**config.mk**
```make
export PLATFORM = sky130hd
export DESIGN_NAME = hpp_fifo
export DESIGN_NICKNAME = d
export VERILOG_FILES = /design/src/design/hpp_fifo.sv
export SDC_FILE = /design/constraint.sdc
export NUM_CORES = 1
export LEC_CHECK = 0
export BUFFER_PORTS_ARGS = -buffer_cell sky130_fd_sc_hd__buf_2
export CAP_MARGIN = 20
export CORE_UTILIZATION = 48
export CTS_CLUSTER_DIAMETER = 50
export CTS_CLUSTER_SIZE = 16
export DETAILED_ROUTE_END_ITERATION = 16
export PLACE_DENSITY = 0.86
export SYNTH_ARGS = -nofsm -noshare
export SYNTH_HDL_FRONTEND = slang
export SYNTH_SLANG_ARGS = --single-unit
export TNS_END_PERCENT = 10
```
**constraint.sdc**
```tcl
create_clock -name clk -period 1.75 [get_ports clk]
set_input_delay 0.35 -clock clk [delete_from_list [all_inputs] [get_ports clk]]
set_output_delay 0.35 -clock clk [all_outputs]
set_load 0.01 [all_outputs]
```
**src/design/hpp_fifo.sv**
```systemverilog
// Two-entry queue between the front and back parts.
module hpp_fifo #(
    parameter int WIDTH = 8
) (
    input  logic             clk,
    input  logic             rst_n,
    input  logic             in_valid,
    output logic             in_ready,
    input  logic [WIDTH-1:0] in_data,
    output logic             out_valid,
    input  logic             out_ready,
    output logic [WIDTH-1:0] out_data
);

    logic [WIDTH-1:0] mem_reg [2];
    logic             wr_ptr_reg, rd_ptr_reg;
    logic [1:0]       count_reg;
    logic             push, pop;

    assign in_ready  = (count_reg != 2'd2);
    assign out_valid = (count_reg != 2'd0);
    assign out_data  = mem_reg[rd_ptr_reg];
    assign push      = in_valid && in_ready;
    assign pop       = out_valid && out_ready;

    always_ff @(posedge clk)
    begin
        if (push)
        begin
            mem_reg[wr_ptr_reg] <= in_data;
        end
    end

    always_ff @(posedge clk or negedge rst_n)
    begin
        if (!rst_n)
        begin
            wr_ptr_reg <= 1'b0;
            rd_ptr_reg <= 1'b0;
            count_reg  <= 2'd0;
        end
        else
        begin
            if (push)
            begin
                wr_ptr_reg <= ~wr_ptr_reg;
            end
            if (pop)
            begin
                rd_ptr_reg <= ~rd_ptr_reg;
            end
            case ({push, pop})
                2'b10:   count_reg <= count_reg + 2'd1;
                2'b01:   count_reg <= count_reg - 2'd1;
                default: count_reg <= count_reg;
            endcase
        end
    end

endmodule

```
==> impl_metrics.json, run 1 <==
{
  "status": "complete, but fails checks",
  "violations": "design-rule violations",
  "area_delta_synth_final_pct": 22.4,
  "start_util_pct": 51.2,
  "syn_area_per_cell_um2": 18.4,
  "grt_use_total_pct": 15.8,
  "place.gp.congestion": 0.650,
  "power_frac_comb_pct": 34.8,
  "wl_um": 1180,
  "insertion_delay_ps": 280,
  "vias": 424,
  "drive_gt1_share_pct": 52.2,
  "post_cts_buffers": 0,
  "ant_nets": 0,
  "finalSetupViolations": 0,
  "dieArea_um2": 1770,
  "cts_buffers": 3,
  "hold_class": "in -> reg",
  "synthesis.nets": 55,
  "viasPerCell": 4.99,
  "crit_type": "reg -> out",
  "finalPower_uw": 1490,
  "finalHoldViolations": 0,
  "tightest_slew_ps": 368,
  "power_frac_seq_pct": 51.3,
  "final_common_cell": "buf_2",
  "pin_count": 22,
  "drv_cap": 0,
  "grt_max_degree": 12,
  "p_per_area_nw_per_um2": 1580,
  "grt_remaining_overflow": 0,
  "skew_ps": 2.30,
  "startpoint_type": "flip-flop",
  "netlist_area_um2": 771,
  "cp_max_fo": 9,
  "cts_tree": "yes",
  "clockRootBuffer": "clkbuf_4",
  "drc_errors": 1,
  "clk_pin_slew_ps": 100,
  "antenna_found_initial": 0,
  "die_h_um": 42.1,
  "antenna_cells": 0,
  "r2r-start": "count_reg[0]$_DFFE_PN0P_",
  "leakagePower_uw": 0.000381,
  "cts_max_level": 1,
  "grt_pass1_vias": 438,
  "grt_setup_unrepaired": "no",
  "portBuffers": 21,
  "p_int_uw": 1030,
  "crit_end": "out_data[2]",
  "largest_reg_flops": 16,
  "fin_crit_ps": 1650,
  "drtPass1Iterations": 10,
  "clkPwrFrac_pct": 13.9,
  "power.switching_uw": 462,
  "synth_cells": 42,
  "worst-endpoint-arrival_ps": 1300,
  "wl_per_cell_um": 13.8,
  "timing.fmax_mhz": 606,
  "cp-end-kind": "output port",
  "dp_hpwl_um": 890,
  "setup-tns-final_ps": 0,
  "cts_sinks": 20,
  "ys_types": 13,
  "dieWidth_um": 42.1,
  "ys_seq_area_share_pct": 75.3,
  "coreArea_um2": 1510,
  "crit_path_start": "rd_ptr_reg$_DFFE_PN0P_",
  "yosys_warnings": 0,
  "required_ps": 1400,
  "switching_share_pct": 31.0,
  "r2r_slack_ps": 210,
  "rows": 14,
  "ys_ff_latch": 20,
  "finalNetCount": 83,
  "finalCritPeriodShare_pct": 94.3,
  "drt_iter0_drc": 7,
  "drv_slew": 0,
  "ir_drop_mv": 1.07,
  "mostFrequentLayoutCells": "buf_2 (21), edfxtp_1 (16), mux2_2 (8)",
  "reg2reg_to": "count_reg[1]$_DFFE_PN0P_",
  "grt_pass1_wl_um": 1960,
  "rr_worst_depth": 5,
  "relSlewSlack_pct": 75.5,
  "clockBufferDepth": 2
}
## synthesized netlist by cell type
| master | number | area (um^2) |
|---|---|---|
| and2_4 | 1 | 8.76 |
| buf_2 | 1 | 5.00 |
| and3_1 | 1 | 6.26 |
| xor2_1 | 2 | 17.5 |
| nand2b_1 | 1 | 6.26 |
| or2_1 | 1 | 6.26 |
| nor2_1 | 2 | 7.51 |
| mux2_2 | 8 | 90.1 |
| xnor2_1 | 3 | 26.3 |
| dfrtp_1 | 4 | 100 |
| edfxtp_1 | 16 | 480 |
| ha_1 | 1 | 12.5 |
| nand2_1 | 1 | 3.75 |
## repair_timing
action                     4_1_cts  5_1_grt
setup endpoints to repair        8        0
hold buffers                     1        0
hold endpoints to repair         4        0
resized for setup                1        0
## cells by family (layout without fill, tap and decap cells)
family	after synthesis	after routing	synth area share, %
xor+xnor	5	5	5.68
flops	20	20	75.3
buf+inv	1	28	0.649
mux	8	8	11.7
simple gates	7	7	5.03
fa+ha+maj	1	1	1.62
## power by group through the flow
stage	Combinational, uW	Clock (uW)	Sequential, uW
after floorplan	384	0	715
after global placement	501	0	760
after detailed placement	521	0	776
after global routing	568	237	778
after CTS	527	216	767
final	519	207	766
## critical path, cell delays in order, from the launching register on
cell and delay [ps]:
dfrtp_2 510, mux2_2 370, buf_2 140
## area by class of cell
type / instances / area, um^2
Fill cell: 118 / 563
Clock inverter: 1 / 3.75
Multi-Input combinational cell: 21 / 185
Tap cell: 16 / 20.0
Clock buffer: 3 / 22.5
Timing Repair Buffer: 24 / 130
Sequential cell: 20 / 582
## layer usage
metal | global-route usage, % | wire length, um
met1 | 19.6 | 509
met4 | 7.50 | 14
met5 | 0 | 0
met3 | 3.88 | 56
met2 | 25.9 | 596
## per-stage QoR
step	std cells	area, um^2	hold slack (ps)	util [%]	setup slack (ps)
after global placement	80	906	159	60.1	320
final	85	943	250	62.6	98.9
after floorplan	42	771	54.4	-	274
after global routing	85	943	228	62.6	54.5
after CTS	85	943	239	62.6	88.8
after detailed placement	80	906	163	60.1	251
## worst min path at each step
stage,startpoint,endpoint,slack (ps),cells past startpoint
after floorplan,rst_n,count_reg[0]$_DFFE_PN0P_,50,0
after global placement,rst_n,count_reg[0]$_DFFE_PN0P_,160,1
after detailed placement,rst_n,count_reg[1]$_DFFE_PN0P_,160,1
after CTS,in_data[7],mem_reg[1][7]$_DFFE_PP_,240,1
after global routing,in_data[6],mem_reg[0][6]$_DFFE_PP_,230,1
final,in_data[6],mem_reg[0][6]$_DFFE_PP_,250,1
(Power assumes the default switching activity.)
==> inputs of run 2 (changes only) <==
--- a/config.mk
+++ b/config.mk
@@ -9,3 +9,3 @@
 export CAP_MARGIN = 20
-export CORE_UTILIZATION = 48
+export CORE_UTILIZATION = 52
 export CTS_CLUSTER_DIAMETER = 50
@@ -13,3 +13,3 @@
 export DETAILED_ROUTE_END_ITERATION = 16
-export PLACE_DENSITY = 0.86
+export PLACE_DENSITY = 0.91
 export SYNTH_ARGS = -nofsm -noshare
==> constraint.sdc (replaced) <==
create_clock -name clk -period 1.9 [get_ports clk]
set_input_delay 0.38 -clock clk [delete_from_list [all_inputs] [get_ports clk]]
set_output_delay 0.38 -clock clk [all_outputs]
set_load 0.02 [all_outputs]
==> run 2 against run 1 <==
The run now ends clean. Clock-buffer cell count unchanged. Cell area increased by 1.7%. Combinational power increased by 6.6%. Die area decreased by 7.3%. Largest cell class unchanged. Sequential cell count unchanged. Clock skew increased by 5.3 ps. Largest power group unchanged.
==> impl_metrics.json, run 2 (same netlist as run 1, synthesis figures left out) <==
{
  "power_frac_comb_pct": 34.6,
  "drive_gt1_share_pct": 51.5,
  "cts_buffers": 3,
  "die_h_um": 40.5,
  "clkPwrFrac_pct": 21.3,
  "final_common_cell": "buf_2",
  "setup-tns-final_ps": 0,
  "critPathMaxStageDelay_ps": 600,
  "leakagePower_uw": 0.000390,
  "clockRootBuffer": "clkbuf_4",
  "portBuffers": 21,
  "wl_met3_um": 63,
  "largest_reg_flops": 16,
  "area_delta_synth_final_pct": 24.5,
  "tightest_slew_ps": 389,
  "setup_ws_ps": 81.0,
  "dp.cells": 78,
  "skew_ps": 7.58,
  "cp-end-kind": "output port",
  "worst-endpoint-arrival_ps": 1440,
  "drc_errors": 0,
  "grt_pass1_vias": 433,
  "pre_cts_slack_ps": 358,
  "rows": 13,
  "p_per_area_nw_per_um2": 1660,
  "mostFrequentLayoutCells": "buf_2 (21), edfxtp_1 (16), mux2_2 (8)",
  "switching_share_pct": 32.7,
  "start_util_pct": 57.8,
  "cts_max_level": 1,
  "clk_pin_slew_ps": 120,
  "grt_pass1_wl_um": 1990,
  "wl_met2_um": 809,
  "grt_remaining_overflow": 0,
  "grt_max_degree": 13,
  "power_frac_seq_pct": 44.1,
  "cts_tree": "yes",
  "ant_nets": 0,
  "wl_met1_um": 497,
  "cp_max_fo": 9,
  "cts_sinks": 20,
  "coreArea_um2": 1330,
  "finalNetCount": 82,
  "finalHoldViolations": 0,
  "antenna_found_initial": 0,
  "insertion_delay_ps": 290,
  "cts_resized": 0,
  "placed_cell_area_um2": 897,
  "clockBufferDepth": 2,
  "finalSetupViolations": 0,
  "timing.fmax_mhz": 550,
  "viasPerCell": 5.27,
  "hold_class": "in -> reg",
  "status": "finished, final reports clean",
  "wl_per_cell_um": 16.7,
  "drv_cap": 0,
  "drtPass1Iterations": 3,
  "wl_um": 1390,
  "finalPower_uw": 1600,
  "required_ps": 1520,
  "drv_slew": 0,
  "stdcell_area_um2": 960,
  "relSlewSlack_pct": 74.1,
  "dieWidth_um": 40.5,
  "top_layer_used": "met4",
  "place.gp.congestion": 0.700,
  "final_cells": 83,
  "antenna_cells": 0,
  "slowest_stage": "dfrtp_1",
  "startpoint_type": "flip-flop",
  "pin_count": 22,
  "grt_setup_unrepaired": "no",
  "grt_use_total_pct": 20.2,
  "dieArea_um2": 1640,
  "p_int_uw": 1070,
  "fin_crit_ps": 1820,
  "path_cells": "mux2_2 -> buf_2",
  "dp_hpwl_um": 1080,
  "crit_type": "reg -> out",
  "vias": 437,
  "power.switching_uw": 523,
  "ir_drop_mv": 1.25,
  "finalCritPeriodShare_pct": 95.7,
  "drt_iter0_drc": 12
}
## run 2: cell type report
type | instances | area, um^2
Sequential cell | 20 | 581
Fill cell | 77 | 374
Multi-Input combinational cell | 21 | 185
Timing Repair Buffer | 23 | 123
Clock inverter | 1 | 30.0
Clock buffer | 3 | 22.5
Tap cell | 15 | 18.8
## run 2: path summary, 6_finish.rpt
kind / cells past startpoint / slack, ps / from / to
min in group asynchronous: 2 / 400 / rst_n / count_reg[0]$_DFFE_PN0P_
setup reg to reg: 5 / 350 / count_reg[0]$_DFFE_PN0P_ / count_reg[1]$_DFFE_PN0P_
max in group asynchronous: 2 / 1390 / rst_n / rd_ptr_reg$_DFFE_PN0P_
hold / removal: 1 / 270 / in_data[6] / mem_reg[1][6]$_DFFE_PP_
setup / recovery: 2 / 80 / rd_ptr_reg$_DFFE_PN0P_ / out_data[0]
hold reg to reg: 1 / 520 / count_reg[1]$_DFFE_PN0P_ / count_reg[1]$_DFFE_PN0P_
## run 2: worst max-delay path, delay by kind of cell, from the launching register on
family | cells | cell delay, ps
buf+inv | 1 | 160
flops | 1 | 600
mux | 1 | 390
## run 2: power by group through the flow
stage	Clock (uW)	Sequential [uW]	Combinational (uW)
after global placement	0	701	530
after floorplan	0	659	431
after detailed placement	0	719	552
final	340	705	553
after CTS	337	708	557
after global routing	355	725	600
## run 2: stage by stage
stage	hold slack [ps]	utilization [%]
final	270	72.0
after global routing	258	72.0
after CTS	270	72.0
after detailed placement	190	67.3
after global placement	190	67.3
after floorplan	84.4	-
## run 2: layer usage
layer,global-route usage (%),up-vias
met3,5.56,2
met2,38.5,14
li1,-,207
met5,0,-
met1,20.4,214
met4,7.50,0
## run 2: timing repair
action | 4_1_cts | 5_1_grt
endpoints found under the hold margin | 4 | 0
hold buffers | 1 | 0
buffers inserted | 0 | 0
