`src/design/hpp_pkg.sv`:
```
// Shared types, codes and constants for the hash table probe block.
package hpp_pkg;

    localparam int CFG_CAP_BITS   = 11;
    localparam int CFG_POWER_BITS = 2;
    localparam logic [CFG_CAP_BITS-1:0]   CAP_RESET   = 11'd1024;
    localparam logic [CFG_POWER_BITS-1:0] POWER_RESET = 2'd2;

    localparam logic [0:0] REG_CAPACITY = 1'b0;
    localparam logic [0:0] REG_POWER    = 1'b1;

    localparam logic [1:0] OP_INSERT = 2'd0;
    localparam logic [1:0] OP_ERASE  = 2'd1;
    localparam logic [1:0] OP_FIND   = 2'd2;

    localparam logic [1:0] ST_OK        = 2'd0;
    localparam logic [1:0] ST_NOT_FOUND = 2'd1;
    localparam logic [1:0] ST_FULL      = 2'd2;
    localparam logic [1:0] ST_EMPTY_KEY = 2'd3;

    localparam logic [31:0] HASH_A_INIT = 32'd63689;
    localparam logic [31:0] HASH_A_MUL  = 32'd378551;

    typedef enum logic [1:0] {
        F_IDLE,
        F_HASH,
        F_MOD,
        F_PUSH
    } hpp_front_state_t;

    typedef enum logic [2:0] {
        B_CLEAR,
        B_IDLE,
        B_READ,
        B_CHECK,
        B_DONE
    } hpp_back_state_t;

endpackage

```
`src/design/hpp_front.sv`:
```
// Front part: classify the request, hash the key and reduce it to a home slot.
module hpp_front
    import hpp_pkg::*;
#(
    parameter int TABLE_DEPTH = 1024,
    parameter int KEY_BYTES   = 8,
    parameter int VALUE_BITS  = 32
) (
    input  logic                             clk,
    input  logic                             rst_n,
    input  logic [$clog2(TABLE_DEPTH+1)-1:0] cap,
    input  logic                             in_valid,
    output logic                             in_ready,
    input  logic [1:0]                       opcode,
    input  logic [63:0]                      key_bytes,
    input  logic [3:0]                       key_length,
    input  logic [31:0]                      value_in,
    output logic                             job_valid,
    input  logic                             job_ready,
    output logic [1:0]                       job_op,
    output logic [KEY_BYTES*8-1:0]           job_key,
    output logic [3:0]                       job_len,
    output logic [VALUE_BITS-1:0]            job_value,
    output logic [$clog2(TABLE_DEPTH)-1:0]   job_home
);

    localparam int KEYW = KEY_BYTES * 8;
    localparam int IW   = $clog2(TABLE_DEPTH);
    localparam int CW   = $clog2(TABLE_DEPTH + 1);
    localparam logic [3:0] KEY_BYTES_L = 4'(KEY_BYTES);

    hpp_front_state_t state_reg, state_next;
    logic [1:0]       op_reg, op_next;
    logic [KEYW-1:0]  key_reg, key_next, sh_reg, sh_next;
    logic [3:0]       len_reg, len_next, cnt_reg, cnt_next;
    logic [VALUE_BITS-1:0] val_reg, val_next;
    logic [31:0]      h_reg, h_next, a_reg, a_next, div_reg, div_next;
    logic [CW-1:0]    rem_reg, rem_next;
    logic [4:0]       bit_reg, bit_next;

    logic [3:0]       len_c;
    logic [KEYW-1:0]  key_m;
    logic [31:0]      chr;
    logic [CW:0]      trial;

    always_comb
    begin
        len_c = (key_length > KEY_BYTES_L) ? KEY_BYTES_L : key_length;
        for (int b = 0; b < KEY_BYTES; b++)
        begin
            key_m[8*b +: 8] = (4'(b) < len_c) ? key_bytes[8*b +: 8] : 8'd0;
        end
    end

    assign chr   = {{24{sh_reg[7]}}, sh_reg[7:0]};
    assign trial = {rem_reg, div_reg[31]};

    always_comb
    begin
        state_next = state_reg;
        op_next    = op_reg;
        key_next   = key_reg;
        sh_next    = sh_reg;
        len_next   = len_reg;
        cnt_next   = cnt_reg;
        val_next   = val_reg;
        h_next     = h_reg;
        a_next     = a_reg;
        div_next   = div_reg;
        rem_next   = rem_reg;
        bit_next   = bit_reg;
        in_ready   = 1'b0;
        job_valid  = 1'b0;
        case (state_reg)
            F_IDLE:
            begin
                in_ready = 1'b1;
                if (in_valid)
                begin
                    op_next  = opcode;
                    key_next = key_m;
                    sh_next  = key_m;
                    len_next = len_c;
                    val_next = VALUE_BITS'(value_in);
                    h_next   = 32'd0;
                    a_next   = HASH_A_INIT;
                    cnt_next = 4'd0;
                    rem_next = '0;
                    // no probe walk follows for these, so skip the hash
                    if (len_c == 4'd0 || opcode == 2'd3)
                    begin
                        state_next = F_PUSH;
                    end
                    else
                    begin
                        state_next = F_HASH;
                    end
                end
            end
            F_HASH:
            begin
                if (cnt_reg == len_reg)
                begin
                    div_next   = h_reg;
                    rem_next   = '0;
                    bit_next   = 5'd0;
                    state_next = F_MOD;
                end
                else
                begin
                    h_next   = h_reg * a_reg + chr;
                    a_next   = a_reg * HASH_A_MUL;
                    sh_next  = sh_reg >> 8;
                    cnt_next = cnt_reg + 4'd1;
                end
            end
            F_MOD:
            begin
                // restoring remainder, one dividend bit per cycle
                if (trial >= (CW+1)'(cap))
                begin
                    rem_next = CW'(trial - (CW+1)'(cap));
                end
                else
                begin
                    rem_next = CW'(trial);
                end
                div_next = div_reg << 1;
                bit_next = bit_reg + 5'd1;
                if (bit_reg == 5'd31)
                begin
                    state_next = F_PUSH;
                end
            end
            F_PUSH:
            begin
                job_valid = 1'b1;
                if (job_ready)
                begin
                    state_next = F_IDLE;
                end
            end
            default:
            begin
                state_next = F_IDLE;
            end
        endcase
    end

    assign job_op    = op_reg;
    assign job_key   = key_reg;
    assign job_len   = len_reg;
    assign job_value = val_reg;
    assign job_home  = IW'(rem_reg);

    always_ff @(posedge clk or negedge rst_n)
    begin
        if (!rst_n)
        begin
            state_reg <= F_IDLE;
        end
        else
        begin
            state_reg <= state_next;
        end
    end

    always_ff @(posedge clk)
    begin
        op_reg  <= op_next;
        key_reg <= key_next;
        sh_reg  <= sh_next;
        len_reg <= len_next;
        cnt_reg <= cnt_next;
        val_reg <= val_next;
        h_reg   <= h_next;
        a_reg   <= a_next;
        div_reg <= div_next;
        rem_reg <= rem_next;
        bit_reg <= bit_next;
    end

endmodule

```
`config.mk`:
```
export PLATFORM = sky130hd
export DESIGN_NAME = hpp_front
export DESIGN_NICKNAME = d
export VERILOG_FILES = /design/src/design/hpp_pkg.sv /design/src/design/hpp_front.sv
export SDC_FILE = /design/constraint.sdc
export NUM_CORES = 2
export LEC_CHECK = 0
export ABC_AREA = 1
export BUFFER_PORTS_ARGS = -buffer_cell sky130_fd_sc_hd__buf_4
export CAP_MARGIN = 20
export CELL_PAD_IN_SITES_DETAIL_PLACEMENT = 0
export CELL_PAD_IN_SITES_GLOBAL_PLACEMENT = 2
export CORE_AREA = 2 2 211 420
export CTS_CLUSTER_DIAMETER = 80
export DETAILED_ROUTE_END_ITERATION = 16
export DIE_AREA = 0 0 213 422
export PLACE_DENSITY_LB_ADDON = 0.12
export SETUP_SLACK_MARGIN = 0.05
export SYNTH_ARGS = -nofsm -noshare
export SYNTH_HDL_FRONTEND = slang
export SYNTH_SLANG_ARGS = --single-unit
```
`constraint.sdc`:
```
create_clock -name clk -period 19.12 [get_ports clk]
set_input_delay 1.912 -clock clk [delete_from_list [all_inputs] [get_ports clk]]
set_output_delay 1.912 -clock clk [all_outputs]
set_load 0.01 [all_outputs]
```
==> tab_implementation.tex <==
\begin{tabular}{lr}
\hline
Metric & Value \\
\hline
\multicolumn{2}{l}{\textbf{Critical path}} \\
Critical-path maximum fanout & 18 \\
Crit end category & flop \\
Arrival time at the worst endpoint & around 8 ns \\
Worst-case reg-to-reg path depth & 26 \\
Worst setup path category & flop to flop \\
Worst endpoint required time & 19.52 ns \\
Crit path launch type & flop \\
\multicolumn{2}{l}{\textbf{Synth}} \\
Seq cells post-synth & 283 \\
Post-Synthesis Mean Instance Area & 8.85 sq um \\
Synth Net Count & slightly above 5000 \\
Dominant synthesized flop cell & sky130\_fd\_sc\_hd\_\_edfxtp\_1 \\
Area of the mapped netlist & between 30000 and 40000 sq um \\
Most area-consuming cells after synthesis & sky130\_fd\_sc\_hd\_\_fa\_1 (35\%), sky130\_fd\_sc\_hd\_\_edfxtp\_1 (23\%), sky130\_fd\_sc\_hd\_\_inv\_1 (13\%), sky130\_fd\_sc\_hd\_\_nand2\_1 (10\%), sky130\_fd\_sc\_hd\_\_ha\_1 (9.3\%) \\
Part of the Yosys area used for sequential elements & a little under a quarter \\
Warning count from the yosys run & 0 \\
Share of Yosys cell area claimed by the top area cell type & around a third \\
Distinct cell type count after synthesis & 47 \\
Cell taking the most area after synthesis & sky130\_fd\_sc\_hd\_\_fa\_1 \\
Gate count of the mapped netlist & about 4200 \\
Number of enable flip-flop cells after synthesis & between 200 and 300 \\
Synth async-reset ratio & less than 1\% \\
\multicolumn{2}{l}{\textbf{Floorplan}} \\
Core area & slightly below 90000 sq um \\
Effective utilization at floorplan & a little over two fifths \\
Floorplan row count & 153 \\
Die Outline Area & between 80000 and 90000 sq um \\
Horizontal extent of the die & 213 um \\
Chip Height & $\sim$420 um \\
Number of top-level pins & 231 \\
\multicolumn{2}{l}{\textbf{Layout}} \\
Syn-to-layout area delta & 10.9\% \\
Layout cells sized above 1 & 8.20\% \\
Final \#Nets & $\sim$5400 \\
\multicolumn{2}{l}{\textbf{Detailed routing}} \\
Detailed Routing Iterations Pass 1 & 7 \\
Routed length per instance & roughly 21 um \\
Residual DRC & 0 \\
Via count normalized by instance count & around 4.8 \\
Total length of routed wires & between 100 and 150 mm \\
Initial DRC count & 1227 \\
Vias & around 27000 \\
Number of antenna-violating nets in the routed design & 0 \\
\multicolumn{2}{l}{\textbf{GRT}} \\
Met1 Resource Use GR & between 20\% and 30\% \\
Maximum number of pins on one net before global-route repair & between 70 and 80 \\
Global-route usage over all layers & 26.8\% \\
Global-route congestion overflow total & 0 \\
Peak-usage layer in the global routing report & met2 \\
Wire length of the first global-routing pass & 176 mm \\
Met3 track demand over resource in global routing & under 10\% \\
Via count of the first global-routing pass & slightly below 30000 \\
Global-route met2 utilization & approximately 53\% \\
Number of antenna violations at the first check in global routing & 4 \\
\multicolumn{2}{l}{\textbf{STA}} \\
Post-layout minimum cycle time & just under 8 ns \\
Final Max Slew Viols & 0 \\
Final period utilization & roughly 40\% \\
Unrepaired setup endpoints after global routing & no \\
Number of setup violations in the final report & 0 \\
Setup clock skew after layout & 0.0301 ns \\
Setup TNS Final & 0 ns \\
Tightest slew margin relative to the limit & roughly 29\% \\
Final hold violations & 0 \\
Achievable Freq & between 100 and 150 MHz \\
Worst Tran Pin Value & about 1.1 ns \\
\multicolumn{2}{l}{\textbf{Place}} \\
HPWL reported at the end of detailed placement & around 91 mm \\
Port Buf Inserts & 230 \\
Global placer's final weighted congestion & between 0.8 and 0.9 \\
\multicolumn{2}{l}{\textbf{Worst hold path}} \\
Path category of the worst min-delay check & flop to flop \\
Hold path depth & 2 \\
\multicolumn{2}{l}{\textbf{Clock network}} \\
Post-CTS setup-driven buffer insertion count & 0 \\
Reg clk slew, reported paths & around 0.070 ns \\
TritonCTS clock tree & yes \\
Number of buffers inserted for hold repair after clock tree synthesis & 0 \\
Clock Latency Late Sink & between 0.6 and 0.7 ns \\
H-tree depth & 1 \\
Clock sinks & $\sim$280 \\
Max clock buf depth & 3 \\
Clock buffer count from CTS & 31 \\
Clock tree root driver cell & sky130\_fd\_sc\_hd\_\_clkbuf\_16 \\
Post-CTS Resized & 0 \\
\multicolumn{2}{l}{\textbf{Status}} \\
Result of the run & finished, final reports clean \\
\multicolumn{2}{l}{\textbf{Flow run}} \\
MaxCap Viol Count & 0 \\
\hline
\end{tabular}
## cells in the final DEF, fill, tap and decap left out, types with 3 or more instances in the layout
| master | n |
|---|---|
| sky130_fd_sc_hd__a211oi_1 | 4 |
| sky130_fd_sc_hd__a21o_1 | 9 |
| sky130_fd_sc_hd__a21oi_1 | 124 |
| sky130_fd_sc_hd__a31oi_1 | 5 |
| sky130_fd_sc_hd__buf_4 | 276 |
| sky130_fd_sc_hd__bufinv_16 | 6 |
| sky130_fd_sc_hd__clkbuf_16 | 31 |
| sky130_fd_sc_hd__clkinv_1 | 8 |
| sky130_fd_sc_hd__clkinv_2 | 3 |
| sky130_fd_sc_hd__clkinvlp_4 | 4 |
| sky130_fd_sc_hd__edfxtp_1 | 281 |
| sky130_fd_sc_hd__fa_1 | 637 |
| sky130_fd_sc_hd__ha_1 | 272 |
| sky130_fd_sc_hd__inv_1 | 1251 |
| sky130_fd_sc_hd__inv_2 | 9 |
| sky130_fd_sc_hd__inv_6 | 3 |
| sky130_fd_sc_hd__nand2_1 | 987 |
| sky130_fd_sc_hd__nand3_1 | 53 |
| sky130_fd_sc_hd__nand3b_1 | 18 |
| sky130_fd_sc_hd__nand4_1 | 6 |
| sky130_fd_sc_hd__nor2_1 | 133 |
| sky130_fd_sc_hd__nor3_1 | 13 |
| sky130_fd_sc_hd__nor4_1 | 4 |
| sky130_fd_sc_hd__o21a_1 | 11 |
| sky130_fd_sc_hd__o21ai_0 | 107 |
| sky130_fd_sc_hd__o21ai_1 | 6 |
| sky130_fd_sc_hd__o21bai_1 | 4 |
| sky130_fd_sc_hd__o221ai_1 | 3 |
| sky130_fd_sc_hd__or2_1 | 3 |
| sky130_fd_sc_hd__or2_2 | 7 |
| sky130_fd_sc_hd__xnor2_1 | 26 |
| sky130_fd_sc_hd__xor2_1 | 17 |
## critical path: stages, from the launching register on
cell and delay (ns):
sky130_fd_sc_hd__edfxtp_1 1.05, sky130_fd_sc_hd__nand2_1 0.19, sky130_fd_sc_hd__fa_1 0.56, sky130_fd_sc_hd__inv_1 0.05, sky130_fd_sc_hd__fa_1 0.54, sky130_fd_sc_hd__inv_1 0.06, sky130_fd_sc_hd__fa_1 0.53, sky130_fd_sc_hd__inv_1 0.05
sky130_fd_sc_hd__fa_1 0.50, sky130_fd_sc_hd__inv_1 0.06, sky130_fd_sc_hd__fa_1 0.53, sky130_fd_sc_hd__inv_1 0.08, sky130_fd_sc_hd__fa_1 0.45, sky130_fd_sc_hd__fa_1 0.49, sky130_fd_sc_hd__inv_1 0.05, sky130_fd_sc_hd__fa_1 0.47
sky130_fd_sc_hd__inv_1 0.04, sky130_fd_sc_hd__ha_1 0.37, sky130_fd_sc_hd__nand2_1 0.13, sky130_fd_sc_hd__nor2_1 0.18, sky130_fd_sc_hd__inv_1 0.06, sky130_fd_sc_hd__nor2_1 0.22, sky130_fd_sc_hd__nand3_1 0.10, sky130_fd_sc_hd__o221ai_1 0.39
sky130_fd_sc_hd__a31oi_1 0.16, sky130_fd_sc_hd__nor2_1 0.11, sky130_fd_sc_hd__nor2_1 0.06
## final timing paths
path                                       endpoint  slack, ns                     from
max reg2reg                 h_reg[29]$_SDFFCE_PN0P_      11.38  h_reg[16]$_SDFFCE_PN0P_
max in group asynchronous  state_reg[0]$_DFFE_PN0P_      18.00                    rst_n
max                         h_reg[29]$_SDFFCE_PN0P_      11.38  h_reg[16]$_SDFFCE_PN0P_
min                            sh_reg[27]$_DFFE_PP_       0.51     sh_reg[35]$_DFFE_PP_
min in group asynchronous  state_reg[1]$_DFFE_PN0P_       1.03                    rst_n
min reg2reg                    sh_reg[27]$_DFFE_PP_       0.51     sh_reg[35]$_DFFE_PP_
## routing by layer
metal | part of all wire, % | vias to the layer above
li1 | - | 12500
met5 | 0.013 | -
met1 | 32 | 13300
met4 | 5.2 | 2
met3 | 4.3 | 209
met2 | 58 | 569
## layout make-up
cell class / count / area, sq um
diodes: 2 / 5.00
clock buffers: 32 / 779
clock inverters: 25 / 327
fillers: 8619 / 45800
inverters: 1264 / 4750
multi-input cells: 2473 / 23000
flip-flops and latches: 283 / 8490
well taps: 1162 / 1450
repair buffers: 276 / 2070
## cells in the mapped netlist (2+ instances only)
| library cell | count |
|---|---|
| sky130_fd_sc_hd__o21bai_1 | 4 |
| sky130_fd_sc_hd__nand2_2 | 2 |
| sky130_fd_sc_hd__buf_4 | 16 |
| sky130_fd_sc_hd__fa_1 | 637 |
| sky130_fd_sc_hd__a31oi_1 | 5 |
| sky130_fd_sc_hd__a21o_1 | 9 |
| sky130_fd_sc_hd__nor4_1 | 4 |
| sky130_fd_sc_hd__or2_2 | 7 |
| sky130_fd_sc_hd__o21ai_0 | 107 |
| sky130_fd_sc_hd__o21ai_1 | 6 |
| sky130_fd_sc_hd__clkinv_1 | 2 |
| sky130_fd_sc_hd__o221ai_1 | 3 |
| sky130_fd_sc_hd__clkbuf_1 | 95 |
| sky130_fd_sc_hd__o21ai_2 | 2 |
| sky130_fd_sc_hd__xor2_1 | 17 |
| sky130_fd_sc_hd__nor2_1 | 133 |
| sky130_fd_sc_hd__o2111ai_1 | 2 |
| sky130_fd_sc_hd__o21a_1 | 11 |
| sky130_fd_sc_hd__inv_1 | 1254 |
| sky130_fd_sc_hd__buf_6 | 2 |
| sky130_fd_sc_hd__edfxtp_1 | 281 |
| sky130_fd_sc_hd__nand2_1 | 987 |
| sky130_fd_sc_hd__nand3b_1 | 18 |
| sky130_fd_sc_hd__nand3_1 | 53 |
| sky130_fd_sc_hd__inv_2 | 8 |
| sky130_fd_sc_hd__buf_1 | 13 |
| sky130_fd_sc_hd__dfrtp_1 | 2 |
| sky130_fd_sc_hd__xnor2_1 | 26 |
| sky130_fd_sc_hd__nor3_1 | 13 |
| sky130_fd_sc_hd__o211ai_1 | 2 |
| sky130_fd_sc_hd__ha_1 | 274 |
| sky130_fd_sc_hd__a21oi_2 | 2 |
| sky130_fd_sc_hd__nand4_1 | 6 |
| sky130_fd_sc_hd__or2_1 | 3 |
| sky130_fd_sc_hd__a21oi_1 | 125 |
| sky130_fd_sc_hd__buf_2 | 18 |
| sky130_fd_sc_hd__a311oi_1 | 2 |
| sky130_fd_sc_hd__a211oi_1 | 4 |
## kinds of logic (layout without fill, tap and decap cells)
| group | Yosys count | count (layout) | synth area share (%) |
|---|---|---|---|
| buf+inv | 1408 | 1597 | 14.6 |
| simple gates | 1229 | 1229 | 13.1 |
| fa+ha+maj | 911 | 911 | 43.9 |
| compound gates | 290 | 290 | 4.34 |
| flops | 283 | 283 | 23.0 |
| xor+xnor | 43 | 43 | 1.02 |
| other cells | 0 | 2 | 0 |
## metrics by stage
step	instance area (sq um)	util, %	setup WS (ns)	std cells	hold slack, ns
after floorplan	36900	-	11.85	4164	0.491
after detailed placement	39800	45.9	11.40	5458	0.503
after global routing	40900	47.2	11.04	5515	0.522
after global placement	39800	45.9	11.44	5458	0.501
after CTS	40900	47.2	11.38	5515	0.505
final	40900	47.2	11.38	5517	0.505
Power is left out: the tool's default activity adds up to more than one toggle a clock period on the data nets, which glitch-free logic cannot reach.
